--- config.mk ---
export PLATFORM = sky130hd
export DESIGN_NAME = rtc_kdiv
export DESIGN_NICKNAME = d
export VERILOG_FILES = /design/src/hdl/rtc_div.sv
export SDC_FILE = /design/constraint.sdc
export NUM_CORES = 1
export LEC_CHECK = 0
export BUFFER_PORTS_ARGS = -buffer_cell sky130_fd_sc_hd__buf_2
export CORE_ASPECT_RATIO = 1.75
export CORE_MARGIN = 2
export CORE_UTILIZATION = 55
export DETAILED_ROUTE_END_ITERATION = 7
export MAX_ROUTING_LAYER = met4
export PLACE_DENSITY = 0.78
export SYNTH_ARGS = -nofsm -noshare
export SYNTH_HDL_FRONTEND = slang
export SYNTH_SLANG_ARGS = --single-unit
--- constraint.sdc ---
create_clock -name i_clk -period 9.1 [get_ports i_clk]
set_input_delay 2.275 -clock i_clk [delete_from_list [all_inputs] [get_ports i_clk]]
set_output_delay 2.275 -clock i_clk [all_outputs]
set_load 0.02 [all_outputs]
--- src/hdl/rtc_div.sv ---


module rtc_kdiv #(
    parameter int NW  = 16,
    parameter int QW  = 16,
    parameter int DEN = 10,
    parameter int SW  = 1
) (
    input  logic          i_clk,
    input  logic          i_rst_n,
    input  logic          i_en,
    input  logic          i_valid,
    input  logic [NW-1:0] i_num,
    input  logic [SW-1:0] i_side,
    output logic          o_valid,
    output logic [QW-1:0] o_quo,
    output logic [SW-1:0] o_side
);

    localparam int GW = 8;
    localparam int ND = (NW + GW - 1) / GW;
    localparam int PW = ND * GW;
    localparam int RW = $clog2(DEN);
    localparam int XW = RW + GW;
    localparam int SH = XW + RW;
    localparam int MW = XW + 2;
    // rounded-up reciprocal, exact for every remainder-and-digit word
    localparam logic [MW-1:0] RECIP = MW'(((longint'(1) <<< SH) + DEN - 1) / DEN);

    logic          r_vld  [ND];
    logic [RW-1:0] r_rem  [ND];
    logic [PW-1:0] r_num  [ND];
    logic [SW-1:0] r_side [ND];

    for (genvar k = 0; k < ND; k++) begin : g_stage
        logic             s_vld;
        logic [RW-1:0]    s_rem;
        logic [PW-1:0]    s_num;
        logic [SW-1:0]    s_side;
        logic [XW-1:0]    x;
        logic [XW+MW-1:0] prod;
        logic [GW-1:0]    qd;
        logic [RW-1:0]    n_rem;

        if (k == 0) begin : g_first
            assign s_vld  = i_valid;
            assign s_rem  = '0;
            assign s_num  = PW'(i_num);
            assign s_side = i_side;
        end else begin : g_next
            assign s_vld  = r_vld[k-1];
            assign s_rem  = r_rem[k-1];
            assign s_num  = r_num[k-1];
            assign s_side = r_side[k-1];
        end

        assign x     = {s_rem, s_num[PW-1 -: GW]};
        assign prod  = (XW+MW)'(x) * (XW+MW)'(RECIP);
        assign qd    = prod[SH +: GW];
        assign n_rem = RW'(x - XW'(qd) * XW'(DEN));

        always_ff @(posedge i_clk) begin
            if (!i_rst_n) begin
                r_vld[k] <= 1'b0;
            end else if (i_en) begin
                r_vld[k] <= s_vld;
            end
        end

        always_ff @(posedge i_clk) begin
            if (i_en) begin
                r_rem[k]  <= n_rem;
                r_num[k]  <= (s_num << GW) | PW'(qd);
                r_side[k] <= s_side;
            end
        end
    end

    assign o_valid = r_vld[ND-1];
    assign o_quo   = r_num[ND-1][QW-1:0];
    assign o_side  = r_side[ND-1];

endmodule

## Yosys cells after proc, flatten, opt, wreduce, memory -nomap -nowiden

Memories as Yosys holds them, arrays and structs flattened.
Cells that the tools add are included.

- $add $sub $neg: 2
- Multiply operators: 4
- Multiplexer cells: 7
- Bitwise operators: 4

Operators with widths:

| kind | count |
|---|---|
| multiplier 12 x 12 -> 23 bit (second input constant) | 1 |
| multiplier 8 x 12 -> 20 bit (second input constant) | 1 |
| OR 16 x 5 -> 16 bit | 1 |
| OR 16 x 8 -> 16 bit | 1 |
| multiplier 8 x 3 -> 3 bit (second input constant) | 1 |
| subtractor 4 bit | 2 |
| two-way mux 1 bit | 7 |
| multiplier 5 x 3 -> 3 bit (second input constant) | 1 |
| OR 1 bit | 2 |

- Flip-flop bits (word level): 0
- RAM bits: 44
- Bits of input ports: 21
- Output and inout port bits: 18
- Memories: 4

Memories:

| name | depth | bits a word | rd ports | clocked after memory_dff | wr ports | line | source |
|---|---|---|---|---|---|---|---|
| r_num | 2 | 16 | 2 | 0 | 2 | 32 | `logic [PW-1:0] r_num [ND];` |
| r_rem | 2 | 4 | 1 | 0 | 2 | 31 | `logic [RW-1:0] r_rem [ND];` |
| r_side | 2 | 1 | 2 | 0 | 2 | 33 | `logic [SW-1:0] r_side [ND];` |
| r_vld | 2 | 1 | 2 | 0 | 2 | 30 | `logic r_vld [ND];` |

## Longest topological paths before layout

- Depth after elaboration: 4
- Gate-level depth with buffers: 20

## Worst setup path after synthesis

Ideal clock, no wire load.

- Kind: input port to flip-flop
- Start: input port i_num[13]
- End: memory r_rem[0][3] in the netlist's numbering, data pin
- Setup time: 0.157 ns
- Arrival time: 6.550 ns
- Required time: 8.943 ns
- Path slack: 2.393 ns
- Stages: 20
- Path buffers: 0
- Cells stage by stage: ha_1 > inv_1 > fa_1 > inv_1 > fa_1 > inv_1 > fa_1 > inv_1 > ha_1 > nand3_2 > nor3_2 > o211ai_2 > a21oi_1 > nor2_1 > ha_1 > fa_1 > xor2_1 > xnor2_1 > or2_2 > o221ai_2

RTL lines:

| element | line | source |
|---|---|---|
| start, declared | 13 | `input logic [NW-1:0] i_num,` |
| end, declared | 31 |  |

==> flow_summary.toml <==
[sta]
period_share_pct = 76.3
setup_tns_ns = 0
finalMaxSlewViolations = 0
max_slew_margin_pct = 48.8
max_freq_ghz = 0.144
fin_skew_ns = 0.00368
finalCriticalPeriod_ns = 6.94
setup_viol = 0
tightestPinTransition_ns = 0.768
rsz0062_at_grt = "false"
hold_violations = 0

[floorplanning]
num_rows = 45
dieHeight_um = 129
coreArea_um2 = 8730
start_util_pct = 56.6
ios = 39
die_x_um = 75.7
die_area_um2 = 9790

[routing]
antenna_left = 0
viasPerCell = 5.37
drt_pass1_iterations = 4
wirelength_um = 9450
drc = 0
dr.first_iter.drc_count = 87
vias = 3258
routedWlPerCell_um = 15.6

[critical_path]
r2r_setup_slack_ns = 4.18
crit_family = "adder cells"
r2r_start = "r_num[0][15]"
reg2reg_depth = 16
cp_slowest_stage_delay_ns = 0.50
endpoint_kind = "flop"
required_ns = 9.22
worst_path_max_delay_cell = "fa_1"
path_class = "in -> reg"
crit_fanout = 6
crit_chain = "buf_2, ha_1, inv_1, fa_1, inv_1, fa_1, inv_1, fa_1, inv_1, ha_1, nand3_2, nor3_2, o211ai_2, a21oi_1, nor2_1, ha_1, fa_1, xor2_1, xnor2_1, or2_2, o221ai_2"
worstPathArrival_ns = 7.06
worstSetupStartpoint = "i_num[13]"
path_buf_inv = 5
r2r-end = "r_num[0][22]"
path_depth = 21
worstSetupEndpoint = "r_rem[0][3]"
worstSetupStartpointType = "primary input"

[yosys]
synth.top_cell.area_share_pct = 32.9
synth_compound_area_share_pct = 6.96
yosysSeqAreaShare_pct = 20.5
ys.flop_type = "edfxtp_1"
synth-warning-count = 0
synthTopCellsByArea = "ha_1 (33%), fa_1 (22%), edfxtp_1 (20%), inv_1 (8.8%), xnor2_1 (2.5%)"
synthCells = 448
synth-async-reset-ratio_pct = 0
synth_area_leader_cell = "ha_1"
avgSynthCellArea_um2 = 11.0
yosysUniqueCellTypes = 45
yosys-mux-area-fraction_pct = 0.203
yosys.area_share.xor_xnor_pct = 3.54
synth_top_family_by_area = "adder cells"
synthAdderAreaFrac_pct = 54.8
synth_seq_cells = 34
synth-edff-count = 33
syn-cell-area_um2 = 4940
yosys.area_share.simple_pct = 4.71

[clocking]
clockBufferDepth = 2
cts_root_buffer = "clkbuf_16"
cts-buffers-inserted = 5
cts_tree = "done"
clock_sinks = 34
holdBufCountCts = 0
post-cts-setup-buffers = 0
clock_latency_ns = 0.28
cts_resized = 0
htreeDepth = 2
path_clk_slew_ns = 0.05

[cells_and_area]
drive_above_1_share_pct = 11.2
area_delta_synth_final_pct = 9.06
num-fill-cells = 711
final_nets = 694
insertedDiodeCount = 0

[min_path]
worstHoldPathType = "reg -> reg"

[global_routing]
grt_start_max_net_pins = 36
antenna_found_initial = 0
grt_pass1_wl_um = 16100
grt.total_usage_pct = 22.8
grt_pass1_vias = 3491
grt_overflow_total = 0

[placed_design]
dp_hpwl_um = 8260
gp_congestion = 0.944
io_buffers = 35

[flow_run]
drv_cap = 0

[status]
status = "finished clean"
cell type report:
| cell class | instances | area [um^2] | share of cell area, % |
|---|---|---|---|
| flip-flops and latches | 34 | 1010 | 18.8 |
| clock inverters | 3 | 16.3 | 0.302 |
| repair buffers | 35 | 175 | 3.25 |
| well taps | 117 | 146 | 2.72 |
| multi-input cells | 297 | 3480 | 64.6 |
| inverters | 116 | 435 | 8.08 |
| clock buffers | 5 | 125 | 2.32 |
per-stage QoR:
| stage | util, % | area (um^2) | hold slack (ns) | setup WS (ns) | std cells |
|---|---|---|---|---|---|
| finish | 61.8 | 5390 | 0.421 | 2.16 | 607 |
| global route | 61.8 | 5390 | 0.439 | 1.76 | 607 |
| CTS | 61.8 | 5390 | 0.423 | 2.17 | 607 |
| detailed placement | 60.1 | 5250 | 0.410 | 1.92 | 599 |
| global placement | 60.1 | 5250 | 0.401 | 2.12 | 599 |
| floorplan | - | 4950 | 0.400 | 2.39 | 450 |
placed cells by master, fill, tap and decap left out, drive strengths merged, types with 2 or more instances in the layout:
| master | synthesis | layout |
|---|---|---|
| a21o | 5 | 5 |
| nor3 | 6 | 6 |
| or3 | 2 | 2 |
| nand3 | 7 | 7 |
| nand2 | 4 | 4 |
| conb | 1 | 3 |
| ha | 130 | 130 |
| fa | 54 | 54 |
| nor2 | 8 | 8 |
| buf | 3 | 35 |
| xor2 | 6 | 6 |
| o21ai | 5 | 5 |
| o221ai | 2 | 2 |
| a21oi | 15 | 15 |
| clkinv | 0 | 2 |
| a31oi | 2 | 2 |
| inv | 116 | 116 |
| clkbuf | 0 | 5 |
| edfxtp | 33 | 33 |
| o211ai | 7 | 7 |
| xnor2 | 14 | 14 |
| a211oi | 4 | 4 |
| or2 | 3 | 3 |
| and3 | 3 | 3 |
| and2 | 3 | 3 |
| a211o | 2 | 2 |
cell families after synthesis:
| logic type | after synthesis |
|---|---|
| compound gates | 48 |
| xor+xnor | 20 |
| fa+ha+maj | 184 |
| buf+inv | 119 |
| flops | 34 |
| mux | 1 |
| other cells | 1 |
| simple gates | 41 |
metal layers:
metal	GRT usage [%]	vias up	wire length [um]
met5	-	-	0
met4	9.91	0	323
met3	1.09	21	139
met2	43.1	52	5760
met1	23.1	1618	3220
li1	-	1567	-
flip-flops by register name (all words and copies together), names as in the netlist:
| register | count |
|---|---|
| r_vld | 2 |
| r_rem | 4 |
| r_num | 26 |
| r_side | 2 |
how the worst min path moves through the flow:
stage                     depth (start not counted)      endpoint  slack, ns         start
after floorplan                                   0  r_num[0][24]       0.40   r_num[0][0]
after global placement                            0  r_side[0][1]       0.40  r_side[0][0]
after detailed placement                          0  r_side[0][1]       0.41  r_side[0][0]
after CTS                                         0  r_side[0][1]       0.42  r_side[0][0]
after global routing                              0  r_num[0][24]       0.44   r_num[0][0]
final                                             0  r_num[0][26]       0.42   r_num[0][2]
cells in the mapped netlist (all sizes together) (3+ instances only):
cell type	instances
xnor2	14
or2	3
o21ai	5
a21o	5
nand3	7
fa	54
a211oi	4
inv	116
and2	3
edfxtp	33
and3	3
a21oi	15
nor2	8
xor2	6
o211ai	7
nor3	6
buf	3
nand2	4
ha	130
Power is left out: the tool's default activity adds up to more than one toggle a clock period on the data nets, which glitch-free logic cannot reach.
