[src/hdl/rtc_div.sv]
// rtc_div: pipelined restoring divider, one quotient bit per stage
// rtc_kdiv: pipelined division by a constant, one 8-bit quotient digit per stage
// no dependencies; rtc_div needs the dividend's upper part already below the divisor
module rtc_div #(
    parameter int QW = 8,
    parameter int DW = 8,
    parameter int SW = 1
) (
    input  logic          i_clk,
    input  logic          i_rst_n,
    input  logic          i_en,
    input  logic          i_valid,
    input  logic [DW-1:0] i_rem,
    input  logic [QW-1:0] i_low,
    input  logic [DW-1:0] i_den,
    input  logic [SW-1:0] i_side,
    output logic          o_valid,
    output logic [QW-1:0] o_quo,
    output logic [SW-1:0] o_side
);

    logic          r_vld  [QW];
    logic [DW-1:0] r_rem  [QW];
    logic [QW-1:0] r_lq   [QW];
    logic [DW-1:0] r_den  [QW];
    logic [SW-1:0] r_side [QW];

    for (genvar k = 0; k < QW; k++) begin : g_stage
        logic          s_vld;
        logic [DW-1:0] s_rem;
        logic [QW-1:0] s_lq;
        logic [DW-1:0] s_den;
        logic [SW-1:0] s_side;
        logic [DW:0]   trial;
        logic          ge;
        logic [DW-1:0] n_rem;

        if (k == 0) begin : g_first
            assign s_vld  = i_valid;
            assign s_rem  = i_rem;
            assign s_lq   = i_low;
            assign s_den  = i_den;
            assign s_side = i_side;
        end else begin : g_next
            assign s_vld  = r_vld[k-1];
            assign s_rem  = r_rem[k-1];
            assign s_lq   = r_lq[k-1];
            assign s_den  = r_den[k-1];
            assign s_side = r_side[k-1];
        end

        assign trial = {s_rem, s_lq[QW-1]};
        assign ge    = trial >= {1'b0, s_den};
        assign n_rem = ge ? DW'(trial - {1'b0, s_den}) : DW'(trial);

        always_ff @(posedge i_clk) begin
            if (!i_rst_n) begin
                r_vld[k] <= 1'b0;
            end else if (i_en) begin
                r_vld[k] <= s_vld;
            end
        end

        always_ff @(posedge i_clk) begin
            if (i_en) begin
                r_rem[k]  <= n_rem;
                r_lq[k]   <= {s_lq[QW-2:0], ge};
                r_den[k]  <= s_den;
                r_side[k] <= s_side;
            end
        end
    end

    assign o_valid = r_vld[QW-1];
    assign o_quo   = r_lq[QW-1];
    assign o_side  = r_side[QW-1];

endmodule


[config.mk]
export PLATFORM = sky130hd
export DESIGN_NAME = rtc_div
export DESIGN_NICKNAME = d
export VERILOG_FILES = /design/src/hdl/rtc_div.sv
export SDC_FILE = /design/constraint.sdc
export NUM_CORES = 1
export LEC_CHECK = 0
export ABC_AREA = 0
export BUFFER_PORTS_ARGS = -buffer_cell sky130_fd_sc_hd__buf_2
export CAP_MARGIN = 10
export CORE_MARGIN = 2
export CORE_UTILIZATION = 55
export CTS_CLUSTER_SIZE = 30
export DETAILED_ROUTE_END_ITERATION = 8
export GPL_TIMING_DRIVEN = 0
export PLACE_DENSITY_LB_ADDON = 0.15
export SYNTH_ARGS = -nofsm -noshare
export SYNTH_HDL_FRONTEND = slang
export SYNTH_SLANG_ARGS = --single-unit
[constraint.sdc]
create_clock -name i_clk -period 7.6 [get_ports i_clk]
set_clock_uncertainty 0.2 [all_clocks]
set_input_delay 1.14 -clock i_clk [delete_from_list [all_inputs] [get_ports i_clk]]
set_output_delay 1.14 -clock i_clk [all_outputs]
set_load 0.05 [all_outputs]
After elaboration in Yosys (flattened, before gate mapping) --
Memory sizes are Yosys's and may differ from the RTL's. Cells that the tools add are included. W data, S select, Z words.
Operators by class: $add $sub $neg 8, order comparisons 8, mux-type cells 21, bitwise operators 8
Operator list (count):
- $ge A9 B8 Y1 | 8
- $mux W8 | 8
- $sub A8 B8 Y8 | 8
- $mux W1 | 13
- $or A1 B1 Y1 | 8
Storage, ports and cells: register bits after elaboration 0, bits in writable memories 208, bits of input ports 29, output and inout port bits 10, word-level logic and storage cells 50, memories 5
Memory list:
- r_den | words 8, bits a word 8, read ports 7, clocked after memory_dff 0, write ports 8, line 25 | logic [DW-1:0] r_den [QW];
- r_lq | words 8, bits a word 8, read ports 8, clocked after memory_dff 0, write ports 8, line 24 | logic [QW-1:0] r_lq [QW];
- r_rem | words 8, bits a word 8, read ports 7, clocked after memory_dff 0, write ports 8, line 23 | logic [DW-1:0] r_rem [QW];
- r_side | words 8, bits a word 1, read ports 8, clocked after memory_dff 0, write ports 8, line 26 | logic [SW-1:0] r_side [QW];
- r_vld | words 8, bits a word 1, read ports 8, clocked after memory_dff 0, write ports 8, line 22 | logic r_vld [QW];

Logic depth before layout (Yosys ltp) --
depth after elaboration 4, gate-level depth with buffers 8, gate-level depth less buffers 8

Worst setup path before layout --
OpenSTA, ideal clock, no wires.
path type input to register, start point input port i_den[6], end point memory r_rem[0][2] (data pin), library setup time 269 ps, arrival time 2366 ps, data required time 7131 ps, setup slack 4765 ps, stages 7, buffers on the path 1, path through inv_1 ha_1 a21oi_1 o221ai_1 a41oi_1 clkbuf_1 o21ai_0
RTL lines:
- from (decl) | line 15 | input logic [DW-1:0] i_den,
- to (decl) | line 23

==> out/qor.csv <==
stage,metric,value,unit
run_status,status,completed,
finish,num-fill-cells,1280,
route,vias,5570,
logic_synthesis,ys.flop_type,edfxtp_1,
sta,period_minus_slack,2.82,ns
finish,multi_input_area,3220,um2
grt,grt.overflow.total,0,
placed_design,place_inst,973,
critical_path,crit_type,register to register,
logic_synthesis,syn_nets,814,
clocking,clock_latency,0.44,ns
logic_synthesis,ys_top_cells_by_count,"edfxtp_1, inv_1, ha_1, nand2_1, o21ai_0",
sta,fin_tns_setup,0,ns
run,maxCapViolations,0,
route,wire_per_inst,15.6,um
placed_design,placed_area,9890,um2
placed_design,place_congestion,0.837,
floorplan,die-area,18100,um2
sta,tightest_slew,0.705,ns
sta,slew_headroom,53.0,%
floorplan,core_region_area,16600,um2
route,wl_met3,550,um
sta,fmax,355,MHz
finish,final_area,10500,um2
logic_synthesis,synth_area,9380,um2
power,power_leakage,0.00423,uW
power,p_sw,1100,uW
logic_synthesis,avgSynthCellArea,13.1,um2
sta,finalHoldViolCount,0,
logic_synthesis,synthCells,714,
route,drc,0,
sta,slew_viol_final,0,
critical_path,worst-path-max-fanout,9,
logic_synthesis,yosys_warnings,0,
finish,nNetsFinal,872,
route,wirelength_met1,6.39,mm
clocking,cts_tree,yes,
logic_synthesis,synth_seq_cells,192,
clocking,cts_buffers,17,
grt,antenna_found_initial,0,
finish,syn_to_final_growth,11.7,%
clocking,cts_setup_buffers,0,
critical_path,r2r-start,r_den[2][13]$_DFFE_PP_,
critical_path,regToRegSetupSlack,4.78,ns
floorplan,die_h,135,um
logic_synthesis,yosys.area.top_type,edfxtp_1,
power,p_per_area,328,nW/um2
logic_synthesis,synthTopCellsByArea,"edfxtp_1, ha_1, inv_1",
clocking,clkTransAtPathRegs,0.07,ns
hold_path,holdPathStages,0,
grt,grt_use_total,18.6,%
power,clkPwrFrac,25.7,%
power,seq_power_share,43.3,%
grt,grt_pass1_vias,5721,
clocking,cts.sinks,192,
placed_design,hpwlAfterDp,11.2,mm
floorplan,fp.dieW,135,um
logic_synthesis,ys_async_sr_fraction,0,%
power,power.internal,2340,uW
clocking,cts-resized-gates,0,
power,ir_worst_vdd,0.000190,V
hold_path,hp-class,register to register,
sta,setup_viol,0,
critical_path,required,7.59,ns
critical_path,cp-end-kind,register,
critical_path,cp.arrival,2.81,ns
floorplan,rows,47,
critical_path,r2r_end,r_rem[3][4]$_DFFE_PP_,
hold_path,hold_end,r_lq[0][10]$_DFFE_PP_,
power,p_comb_share,31.0,%
floorplan,io_pins,39,
finish,fin_util,63.0,%
route,wirelength,15.7,mm
sta,timing.final.crit_share,37.1,%
clocking,cts_buffer_depth,2,
clocking,htreeDepth,4,
finish,antenna_cells,0,
floorplan,initial_core_util,56.4,%
finish,final_layout_size_suffix_gt1_share,12.5,%
route,wl_met2,8.27,mm
logic_synthesis,yosysUniqueCellTypes,53,
route,viasPerCell,5.54,
critical_path,startpoint_type,register,
grt,grt_max_degree,101,
clocking,clockRootBuffer,clkbuf_16,
clocking,hold_buffers,0,
power,switching_share,32.0,%
placed_design,io_buffer_count,38,
route,top_layer,met4,
route,ant_nets,0,
hold_path,min_from,r_lq[0][1]$_DFFE_PP_,
route,drt-pass1-iter-count,5,
route,initialDrtViolationCount,405,
grt,grt_pass1_wl,26.2,mm
logic_synthesis,synth.top_cell.area_share,61.1,%
finish,final_cells,1005,
logic_synthesis,synth_edf_count,191,
logic_synthesis,synth.most_common_cell,edfxtp_1,
finish,seq_area,5760,um2
sta,rsz0062_at_grt,no,
critical_path,reg2reg_depth,8,
logic_synthesis,seq_area_frac_synth,61.3,%
state kept, by name, summed over array words and instances (netlist names):
name    cells
r_den      56
r_side      8
r_vld       8
r_lq       64
r_rem      56
worst max path at each step:
stage | end | slack (ns) | startpoint | cells after the start
after floorplan | r_rem[0][2]$_DFFE_PP_ | 4.76 | i_den[6] | 7
after global placement | r_vld[1][3]$_DFFE_PP_ | 2.54 | i_en | 2
after detailed placement | r_rem[0][5]$_DFFE_PP_ | 4.38 | i_den[6] | 8
after CTS | r_rem[3][4]$_DFFE_PP_ | 4.81 | r_den[2][13]$_DFFE_PP_ | 8
after global routing | r_rem[0][2]$_DFFE_PP_ | 4.67 | i_den[4] | 8
final | r_rem[3][4]$_DFFE_PP_ | 4.78 | r_den[2][13]$_DFFE_PP_ | 8
cell usage in the layout (no fill, tap or decap), drive strengths merged, types with 3 or more instances in the layout:
| master | netlist | layout |
|---|---|---|
| a211oi | 3 | 3 |
| a21o | 13 | 13 |
| a21oi | 30 | 30 |
| a31oi | 4 | 4 |
| and3 | 12 | 12 |
| buf | 2 | 41 |
| clkbuf | 4 | 22 |
| clkinv | 0 | 4 |
| edfxtp | 191 | 191 |
| fa | 7 | 7 |
| ha | 64 | 64 |
| inv | 101 | 110 |
| mux2 | 18 | 18 |
| mux2i | 12 | 12 |
| nand2 | 39 | 39 |
| nand2b | 5 | 5 |
| nand3 | 7 | 7 |
| nand4 | 5 | 5 |
| nor2 | 25 | 25 |
| nor2b | 19 | 19 |
| nor3 | 15 | 15 |
| nor4 | 4 | 4 |
| o2111ai | 3 | 3 |
| o211ai | 4 | 4 |
| o21a | 29 | 29 |
| o21ai | 32 | 32 |
| o21bai | 3 | 3 |
| o221ai | 3 | 3 |
| o31a | 5 | 5 |
| o31ai | 10 | 10 |
| xnor2 | 16 | 16 |
| xor2 | 5 | 5 |
layout make-up:
class | count | share of cell area (%)
Buffer | 6 | 0.298
Clock buffer | 18 | 4.19
Clock inverter | 14 | 1.52
Inverter | 101 | 3.62
Multi-Input combinational cell | 415 | 30.7
Sequential cell | 192 | 54.9
Tap cell | 220 | 2.63
Timing Repair Buffer | 39 | 2.17
power by group through the flow:
stage               combinational [uW]  sequential, uW  clock (uW)
finish                            1070            1490         884
global route                      1190            1510         944
CTS                               1060            1490         913
floorplan                          801            1510           0
detailed placement                1050            1510           0
global placement                  1000            1510           0
cell families after synthesis:
| group | after synthesis | synth area share [%] |
|---|---|---|
| compound gates | 156 | 11.5 |
| xor+xnor | 21 | 1.96 |
| fa+ha+maj | 71 | 10.0 |
| buf+inv | 107 | 4.37 |
| flops | 192 | 61.3 |
| mux | 30 | 3.44 |
| simple gates | 137 | 7.39 |
routing by layer:
layer	global-route usage, %	vias up
met5	0	-
met4	8.30	0
met3	4.80	34
met2	33.7	119
met1	20.5	2656
li1	-	2761
stage by stage:
step	setup WS, ns	hold slack [ns]	total power (uW)
2_1_floorplan	4.76	0.200	2310
3_3_place_gp	2.54	0.201	2520
3_5_place_dp	4.38	0.205	2570
4_1_cts	4.81	0.220	3470
5_1_grt	4.67	0.223	3640
6_report	4.78	0.219	3440
worst max-delay path, cell delays in order, from the launching register on:
cell	delay, ns
edfxtp_1	0.41
inv_1	0.09
ha_1	0.22
clkbuf_1	0.24
nand3_1	0.14
o21ai_0	0.12
a211o_1	0.38
a31oi_4	0.35
mux2_2	0.41
Note: power is estimated with default switching activity, not from simulation.
