**config.mk**
```make
export PLATFORM = sky130hd
export DESIGN_NAME = rtc_cubic
export DESIGN_NICKNAME = d
export VERILOG_FILES = /design/src/hdl/rtc_pkg.sv /design/src/hdl/rtc_cubic.sv
export SDC_FILE = /design/constraint.sdc
export NUM_CORES = 2
export LEC_CHECK = 0
export BUFFER_PORTS_ARGS = -buffer_cell sky130_fd_sc_hd__clkbuf_2
export CORE_ASPECT_RATIO = 0.8
export CORE_MARGIN = 3
export CORE_UTILIZATION = 46
export DETAILED_ROUTE_END_ITERATION = 8
export PLACE_DENSITY = 0.61
export SYNTH_ARGS = -nofsm -noshare
export SYNTH_HDL_FRONTEND = slang
export SYNTH_SLANG_ARGS = --single-unit
```
**constraint.sdc**
```tcl
create_clock -name i_clk -period 7.8 [get_ports i_clk]
set_input_delay 1.56 -clock i_clk [delete_from_list [all_inputs] [get_ports i_clk]]
set_output_delay 1.56 -clock i_clk [all_outputs]
set_load 0.005 [all_outputs]
```
**src/hdl/rtc_pkg.sv**
```systemverilog
// rtc_pkg: shared types and constants of the rgb to cct (mccamy) block
// no dependencies
package rtc_pkg;

    localparam logic [1:0] ST_OK   = 2'd0;
    localparam logic [1:0] ST_ZERO = 2'd1;
    localparam logic [1:0] ST_SAT  = 2'd2;

    localparam logic [15:0] KELVIN_MAX = 16'hFFFF;

    // rgb to xyz matrix in units of 1e-5, rows x y z, columns r g b
    localparam longint XYZ_COEF [9] = '{
        -14282, 154924, -95641,
        -32466, 157837, -73191,
        -68202,  77073,  56332
    };

    typedef struct packed {
        logic zero;
        logic sat_pos;
        logic sat_neg;
        logic neg;
    } t_flags;

endpackage

```
**src/hdl/rtc_cubic.sv**
```systemverilog
// rtc_cubic: horner evaluation of the mccamy cubic and final clamp
// depends on rtc_pkg
module rtc_cubic #(
    parameter int F = 16
) (
    input  logic                 i_clk,
    input  logic                 i_rst_n,
    input  logic                 i_en,
    input  logic                 i_valid,
    input  logic [F+2:0]         i_q,
    input  rtc_pkg::t_flags      i_flags,
    output logic                 o_valid,
    output logic [15:0]          o_kelvin,
    output logic [1:0]           o_status
);

    localparam int TW = F + 19;
    localparam int MW = TW - 1;
    localparam int QW = F + 3;
    localparam int PW = MW + QW;

    localparam logic signed [TW-1:0] K3 = TW'(longint'(3525) <<< F);
    localparam logic signed [TW-1:0] K2 = TW'(((longint'(68233) <<< F) + 5) / 10);
    localparam logic signed [TW-1:0] K1 = TW'(((longint'(552033) <<< F) + 50) / 100);

    logic                   r_v1, r_v2, r_v3, r_v4, r_v5, r_v6;
    logic signed [TW-1:0]   r_t1, r_t2, r_t3;
    logic [QW-1:0]          r_q1, r_q2, r_q3, r_q4;
    rtc_pkg::t_flags        r_f1, r_f2, r_f3, r_f4, r_f5;
    logic [PW-1:0]          r_p2, r_p4;
    logic                   r_s2, r_s4;
    logic [15:0]            r_kelvin;
    logic [1:0]             r_status;

    logic [MW-1:0]          m449;
    logic signed [TW-1:0]   n_t1, n_t2, n_t3;
    logic [MW-1:0]          t1_mag, t2_mag, sh2, sh4, t3_mag, t3_int;
    logic [15:0]            n_kelvin;
    logic [1:0]             n_status;

    assign m449   = MW'(i_q) * MW'(449);
    assign n_t1   = i_flags.neg ? K3 - $signed({1'b0, m449}) : K3 + $signed({1'b0, m449});
    assign t1_mag = r_t1[TW-1] ? MW'(-r_t1) : MW'(r_t1);
    assign sh2    = MW'(r_p2 >> F);
    assign n_t2   = (r_s2 ? -$signed({1'b0, sh2}) : $signed({1'b0, sh2})) + K2;
    assign t2_mag = r_t2[TW-1] ? MW'(-r_t2) : MW'(r_t2);
    assign sh4    = MW'(r_p4 >> F);
    assign n_t3   = (r_s4 ? -$signed({1'b0, sh4}) : $signed({1'b0, sh4})) + K1;
    assign t3_mag = MW'(-r_t3);
    assign t3_int = MW'(r_t3) >> F;

    always_comb begin
        n_kelvin = '0;
        n_status = rtc_pkg::ST_OK;
        if (r_t3[TW-1]) begin
            if ((t3_mag >> F) != '0) begin
                n_status = rtc_pkg::ST_SAT;
            end
        end else if (t3_int > MW'(65535)) begin
            n_kelvin = rtc_pkg::KELVIN_MAX;
            n_status = rtc_pkg::ST_SAT;
        end else begin
            n_kelvin = t3_int[15:0];
        end
        if (r_f5.zero) begin
            n_kelvin = '0;
            n_status = rtc_pkg::ST_ZERO;
        end else if (r_f5.sat_pos) begin
            n_kelvin = rtc_pkg::KELVIN_MAX;
            n_status = rtc_pkg::ST_SAT;
        end else if (r_f5.sat_neg) begin
            n_kelvin = '0;
            n_status = rtc_pkg::ST_SAT;
        end
    end

    always_ff @(posedge i_clk) begin
        if (!i_rst_n) begin
            r_v1 <= 1'b0;
            r_v2 <= 1'b0;
            r_v3 <= 1'b0;
            r_v4 <= 1'b0;
            r_v5 <= 1'b0;
            r_v6 <= 1'b0;
        end else if (i_en) begin
            r_v1 <= i_valid;
            r_v2 <= r_v1;
            r_v3 <= r_v2;
            r_v4 <= r_v3;
            r_v5 <= r_v4;
            r_v6 <= r_v5;
        end
    end

    always_ff @(posedge i_clk) begin
        if (i_en) begin
            r_t1     <= n_t1;
            r_q1     <= i_q;
            r_f1     <= i_flags;
            r_p2     <= PW'(t1_mag) * PW'(r_q1);
            r_s2     <= r_t1[TW-1] ^ r_f1.neg;
            r_q2     <= r_q1;
            r_f2     <= r_f1;
            r_t2     <= n_t2;
            r_q3     <= r_q2;
            r_f3     <= r_f2;
            r_p4     <= PW'(t2_mag) * PW'(r_q3);
            r_s4     <= r_t2[TW-1] ^ r_f3.neg;
            r_q4     <= r_q3;
            r_f4     <= r_f3;
            r_t3     <= n_t3;
            r_f5     <= r_f4;
            r_kelvin <= n_kelvin;
            r_status <= n_status;
        end
    end

    assign o_valid  = r_v6;
    assign o_kelvin = r_kelvin;
    assign o_status = r_status;

endmodule

```
Word level (Yosys, flattened, before mapping)
Index checks and enable logic that the tools add are counted.

storage, ports and cells
  register bits after elaboration = 306
  logic and storage cells = 66

cells by class
  multipliers = 3
  bitwise operators = 2
  add/sub/neg operators = 9
  muxes and demuxes = 14
  reduce and logical (&&, ||, !) cells = 1
  $lt $le $gt $ge = 1

operators by type and width
  cell                      number
  $mux W35                  3
  $neg A34 Y34              3
  $mul A34 B19 Y50          2
  $add A35 B30 Y35 const B  2
  $neg A34 Y35              2
  $mux W34                  2
  $mux W16                  4
  $reduce_bool A34 Y1       1
  $add A28 B28 Y29 const A  1
  $sub A28 B28 Y29 const A  1
  $mul A19 B9 Y28 const B   1
  $gt A18 B16 Y1 const B    1
  $mux W2                   5
  $xor A1 B1 Y1             2

Longest topological paths before layout
  word-level depth = 6
  depth in mapped cells = 34
  gate-level depth less buffers = 31

Least setup slack after synthesis
Ideal clock, no wire load.

  kind = register -> register
  start = register r_q1[0]
  end = register r_p2[47], data pin
  library setup time = 0.269 ns
  path buffers = 4
  period minus slack after synthesis = 8.550 ns
  data required time = 7.531 ns
  stages on the path, launching flop included = 33
  slack = -0.750 ns
  arrival time = 8.281 ns
  cell sequence = edfxtp_1 -> clkbuf_1 -> clkbuf_1 -> inv_1 -> ha_1 -> nand3_1 -> or3_1 -> or4_1 -> clkbuf_1 -> o41ai_1 -> xnor2_1 -> clkbuf_1 -> nand2_1 -> fa_1 -> fa_1 -> fa_1 -> inv_1 -> fa_1 -> fa_1 -> inv_1 -> fa_1 -> inv_1 -> ha_1 -> a21oi_1 -> a21boi_0 -> a211o_1 -> a32o_1 -> a31oi_1 -> o21ai_0 -> or2_2 -> a21oi_1 -> o31a_1 -> a21oi_1

between the ends
  word-level cells in the longest chain between the ends = 1

RTL lines
  item                      line              RTL
  start: declaration        rtc_cubic.sv:28   logic [QW-1:0] r_q1, r_q2, r_q3, r_q4;
  start signal: assignment  rtc_cubic.sv:98   r_q1 <= i_q;
  $mul A34 B19 Y50          rtc_cubic.sv:100  r_p2 <= PW'(t1_mag) * PW'(r_q1);
  end signal: assignment    rtc_cubic.sv:100
  end: declaration          rtc_cubic.sv:30   logic [PW-1:0] r_p2, r_p4;

No other way between the ends.
A chain may end at the register's enable or synchronous reset.

Final worst setup path
  start = register r_t1[11]
  end = register r_p2[49], data pin

between the ends
  word-level cells in the longest chain between the ends = 3

RTL lines
  item                      line              RTL
  start: declaration        rtc_cubic.sv:27   logic signed [TW-1:0] r_t1, r_t2, r_t3;
  start signal: assignment  rtc_cubic.sv:97   r_t1 <= n_t1;
  $neg A34 Y34              rtc_cubic.sv:43   assign t1_mag = r_t1[TW-1] ? MW'(-r_t1) : MW'(r_t1);
  $mux W34 (*)              rtc_cubic.sv:43
  $mul A34 B19 Y50 (*)      rtc_cubic.sv:100

Mark *: on every way between the ends. The rest lies on a longest branch, timed or not.

==> reports/metrics.yaml <==
run_status:
  status: "finished, violations left"
  failed_checks: "setup timing"
critical_path:
  worstSetupStartpointType: "flop"
  timing.critical_path.to_type: "flop"
  worst_ep_required_time_ns: 8.09
  path_class: "reg -> reg"
  worst_ep_arrival_time_ns: 8.33
  worstRegToRegCells: 27
  crit_fanout: 5
timing:
  fin_crit_sh_pct: 103
  worst_slew_margin_relative_to_its_limit_pct: 32.3
  rsz0062_at_grt: "yes"
  setup_violations: 27
  timing.clock.skew_ns: 0.0494
  slew_violations: 0
  final-hold-violation-count: 0
  final.setup.worst_slack_ns: -0.243
  fin_hold_ws_ns: 0.413
  layout_min_cycle_time_ns: 8.04
  maxClockFrequency_mhz: 124
  tns_ns: -3.53
  worstMarginPinSlew_ns: 1.01
routing:
  first_pass_iters: 5
  drt_iter0_drc: 2606
  route.antenna.remaining_nets: 0
  detail_route.vias_per_cell: 5.06
  wire_per_inst_um: 17.5
  postRouteWirelength_mm: 136
  drt_drc_violations_left: 0
  vias: 39200
worst_hold_path:
  whs_path_depth: 0
  worst_hold_path_type: "reg -> reg"
place:
  gpl.final_weighted_congestion: 0.878
  detailedPlacementHpwl_mm: 110
  port_buffers: 45
grt:
  overflow: 0
  antenna_found_initial: 3
  first_global_vias: 41400
  first_pass_grt_wire_length_mm: 225
  grt_max_degree: 161
  gr-usage-all-layers_pct: 22.8
logic_synthesis:
  synth.cell_area_um2: 54700
  synth_edf_count: 262
  synthCells: 5789
  synth_cell_type_count: 92
  yosysWarningCount: 0
  post_synth.cell_area_avg_um2: 9.45
  postSynth.asyncResetShare_pct: 0
  most_used_flip_flop_cell_after_synthesis: "edfxtp_1"
  synth_seq_area_share_pct: 14.6
  post_synthesis_sequential_element_count: 268
floorplan:
  num_io_pins: 46
  die_w_um: 392
  design.die.area_um2: 123000
  design.core.area_um2: 117000
  floorplan.initialDensity_pct: 46.6
  die_boundary_height_um: 314
  core.rowCount: 112
cts:
  clockBufferDepth: 3
  cts_max_level: 2
  number_of_hold_buffers_added_after_cts: 0
  clockRootBuffer: "clkbuf_16"
  numClockSinks: 268
  cts.clk_slew.worst_paths_ns: 0.06
  worst_skew_pair.late_latency_ns: 0.60
  tritoncts.num_buffers: 35
  cts_tree: "built"
finish:
  area_growth_pct: 15.2
  num-nets-final: 7637
  post_route_cells_drive_above_1_share_pct: 14.3
run:
  maxCapViolCount: 0
==> cell usage after synthesis, drive strengths merged, types with 42 or more instances <==
master | count | share of area (%)
o31ai | 42 | 0.58
a21oi | 110 | 1.0
inv | 1354 | 9.3
ha | 319 | 7.3
xor2 | 89 | 1.4
xnor2 | 200 | 3.2
clkbuf | 224 | 1.5
nor2 | 124 | 0.87
nand3 | 47 | 0.44
nand2 | 744 | 5.1
fa | 1109 | 41
nor2b | 50 | 0.57
o21ai | 114 | 1.0
edfxtp | 262 | 14
and2 | 570 | 6.5
==> worst max-delay path, cell delays in order, from the launching register on <==
cell and delay (ns):
edfxtp_1 0.38, or4_4 0.55, or3_4 0.40, or4_4 0.52, or3_4 0.37, nand2_2 0.09, xnor2_2 0.14, and2_1 0.17
fa_1 0.45, fa_1 0.52, inv_1 0.05, fa_1 0.49, inv_1 0.06, fa_1 0.47, fa_1 0.55, inv_1 0.05
fa_1 0.49, inv_2 0.05, ha_4 0.22, and4_4 0.20, a211o_1 0.31, a32o_2 0.25, a31oi_4 0.19, o21ai_4 0.11
a31oi_4 0.31, o311ai_4 0.13, a21oi_2 0.16, xnor2_1 0.07
==> through the flow <==
stage          cells  instance area (um2)  utilization, %  setup WS [ns]
3_3_place_gp    7605                59700            50.9         -0.466
2_1_floorplan   5858                55400               -        -0.0395
3_5_place_dp    7605                59700            50.9         -0.597
6_report        7748                63000            53.7         -0.243
4_1_cts         7711                62000            52.8         -0.369
5_1_grt         7747                63000            53.7         -0.619
==> cells by family (layout without fill, tap and decap cells) <==
logic type	after synthesis	in the layout	share of synthesized area (%)
and+or+nand+nor	1718	1718	15.8
buffers and inverters	1588	1937	10.9
other	2	72	0.0137
xor gates and xnor gates	289	290	4.63
muxes	13	13	0.240
DFF	268	268	14.6
AOI/OAI and AO/OA	483	483	5.90
adders and majority gates	1428	1428	47.9
==> repair_timing <==
action	CTS	global route
buffers inserted	42	35
setup endpoints to repair	43	49
pin swaps	134	110
resized for setup	182	169
gates cloned	2	2
==> path summary, 6_finish.rpt <==
kind,endpoint,startpoint,slack (ns)
setup reg to reg,r_p2[49],r_t1[11],-0.24
setup / recovery,r_p2[49],r_t1[11],-0.24
hold / removal,r_f4[2],r_f3[2],0.41
hold reg to reg,r_f4[2],r_f3[2],0.41
==> placed cells by master (no fill, tap or decap), types with 15 or more instances in the layout <==
master        n
o21a_1       21
nor2_1      107
or3_1        15
a21o_1       37
xnor2_1     166
nand4_1      21
nor4_1       19
a21oi_1      86
fa_1       1081
clkbuf_16    38
o41ai_1      16
and2_1      551
o21ai_0      89
xnor2_2      30
and2_4       18
fa_2         28
o31ai_1      31
xor2_1       86
nand2_1     728
ha_4         26
nand3_1      38
conb_1       71
clkbuf_2     44
buf_4       418
inv_1      1322
inv_2        32
or4_1        15
nor3_1       23
buf_6        37
a21oi_2      19
edfxtp_1    262
nor2b_1      50
ha_1        291
==> state kept, by name (all words and copies together), names as in the netlist, 4 cells and up <==
signal	flops
r_f3	4
r_q1	19
r_f2	4
r_p2	34
r_p4	34
r_q3	19
r_t2	35
r_t3	35
r_f1	4
o_kelvin	16
r_t1	29
r_q2	19
==> cell type report <==
class	count	area, um2
flip-flops and latches	268	7990
multi-input cells	4003	42700
inverters	1354	5080
diodes	1	2.50
clock inverters	19	174
fillers	10500	54300
repair buffers	520	4150
clock buffers	44	972
well taps	1539	1930
==> per-layer routing <==
layer / vias up / GRT usage (%) / wire length (um)
met3: 139 / 4.60 / 10500
met2: 1160 / 33.6 / 57100
met1: 19700 / 35.1 / 65700
met5: - / 0 / 0
met4: 0 / 4.09 / 2190
li1: 18200 / - / -
Power is left out: the tool's default activity adds up to more than one toggle a clock period on the data nets, which glitch-free logic cannot reach.
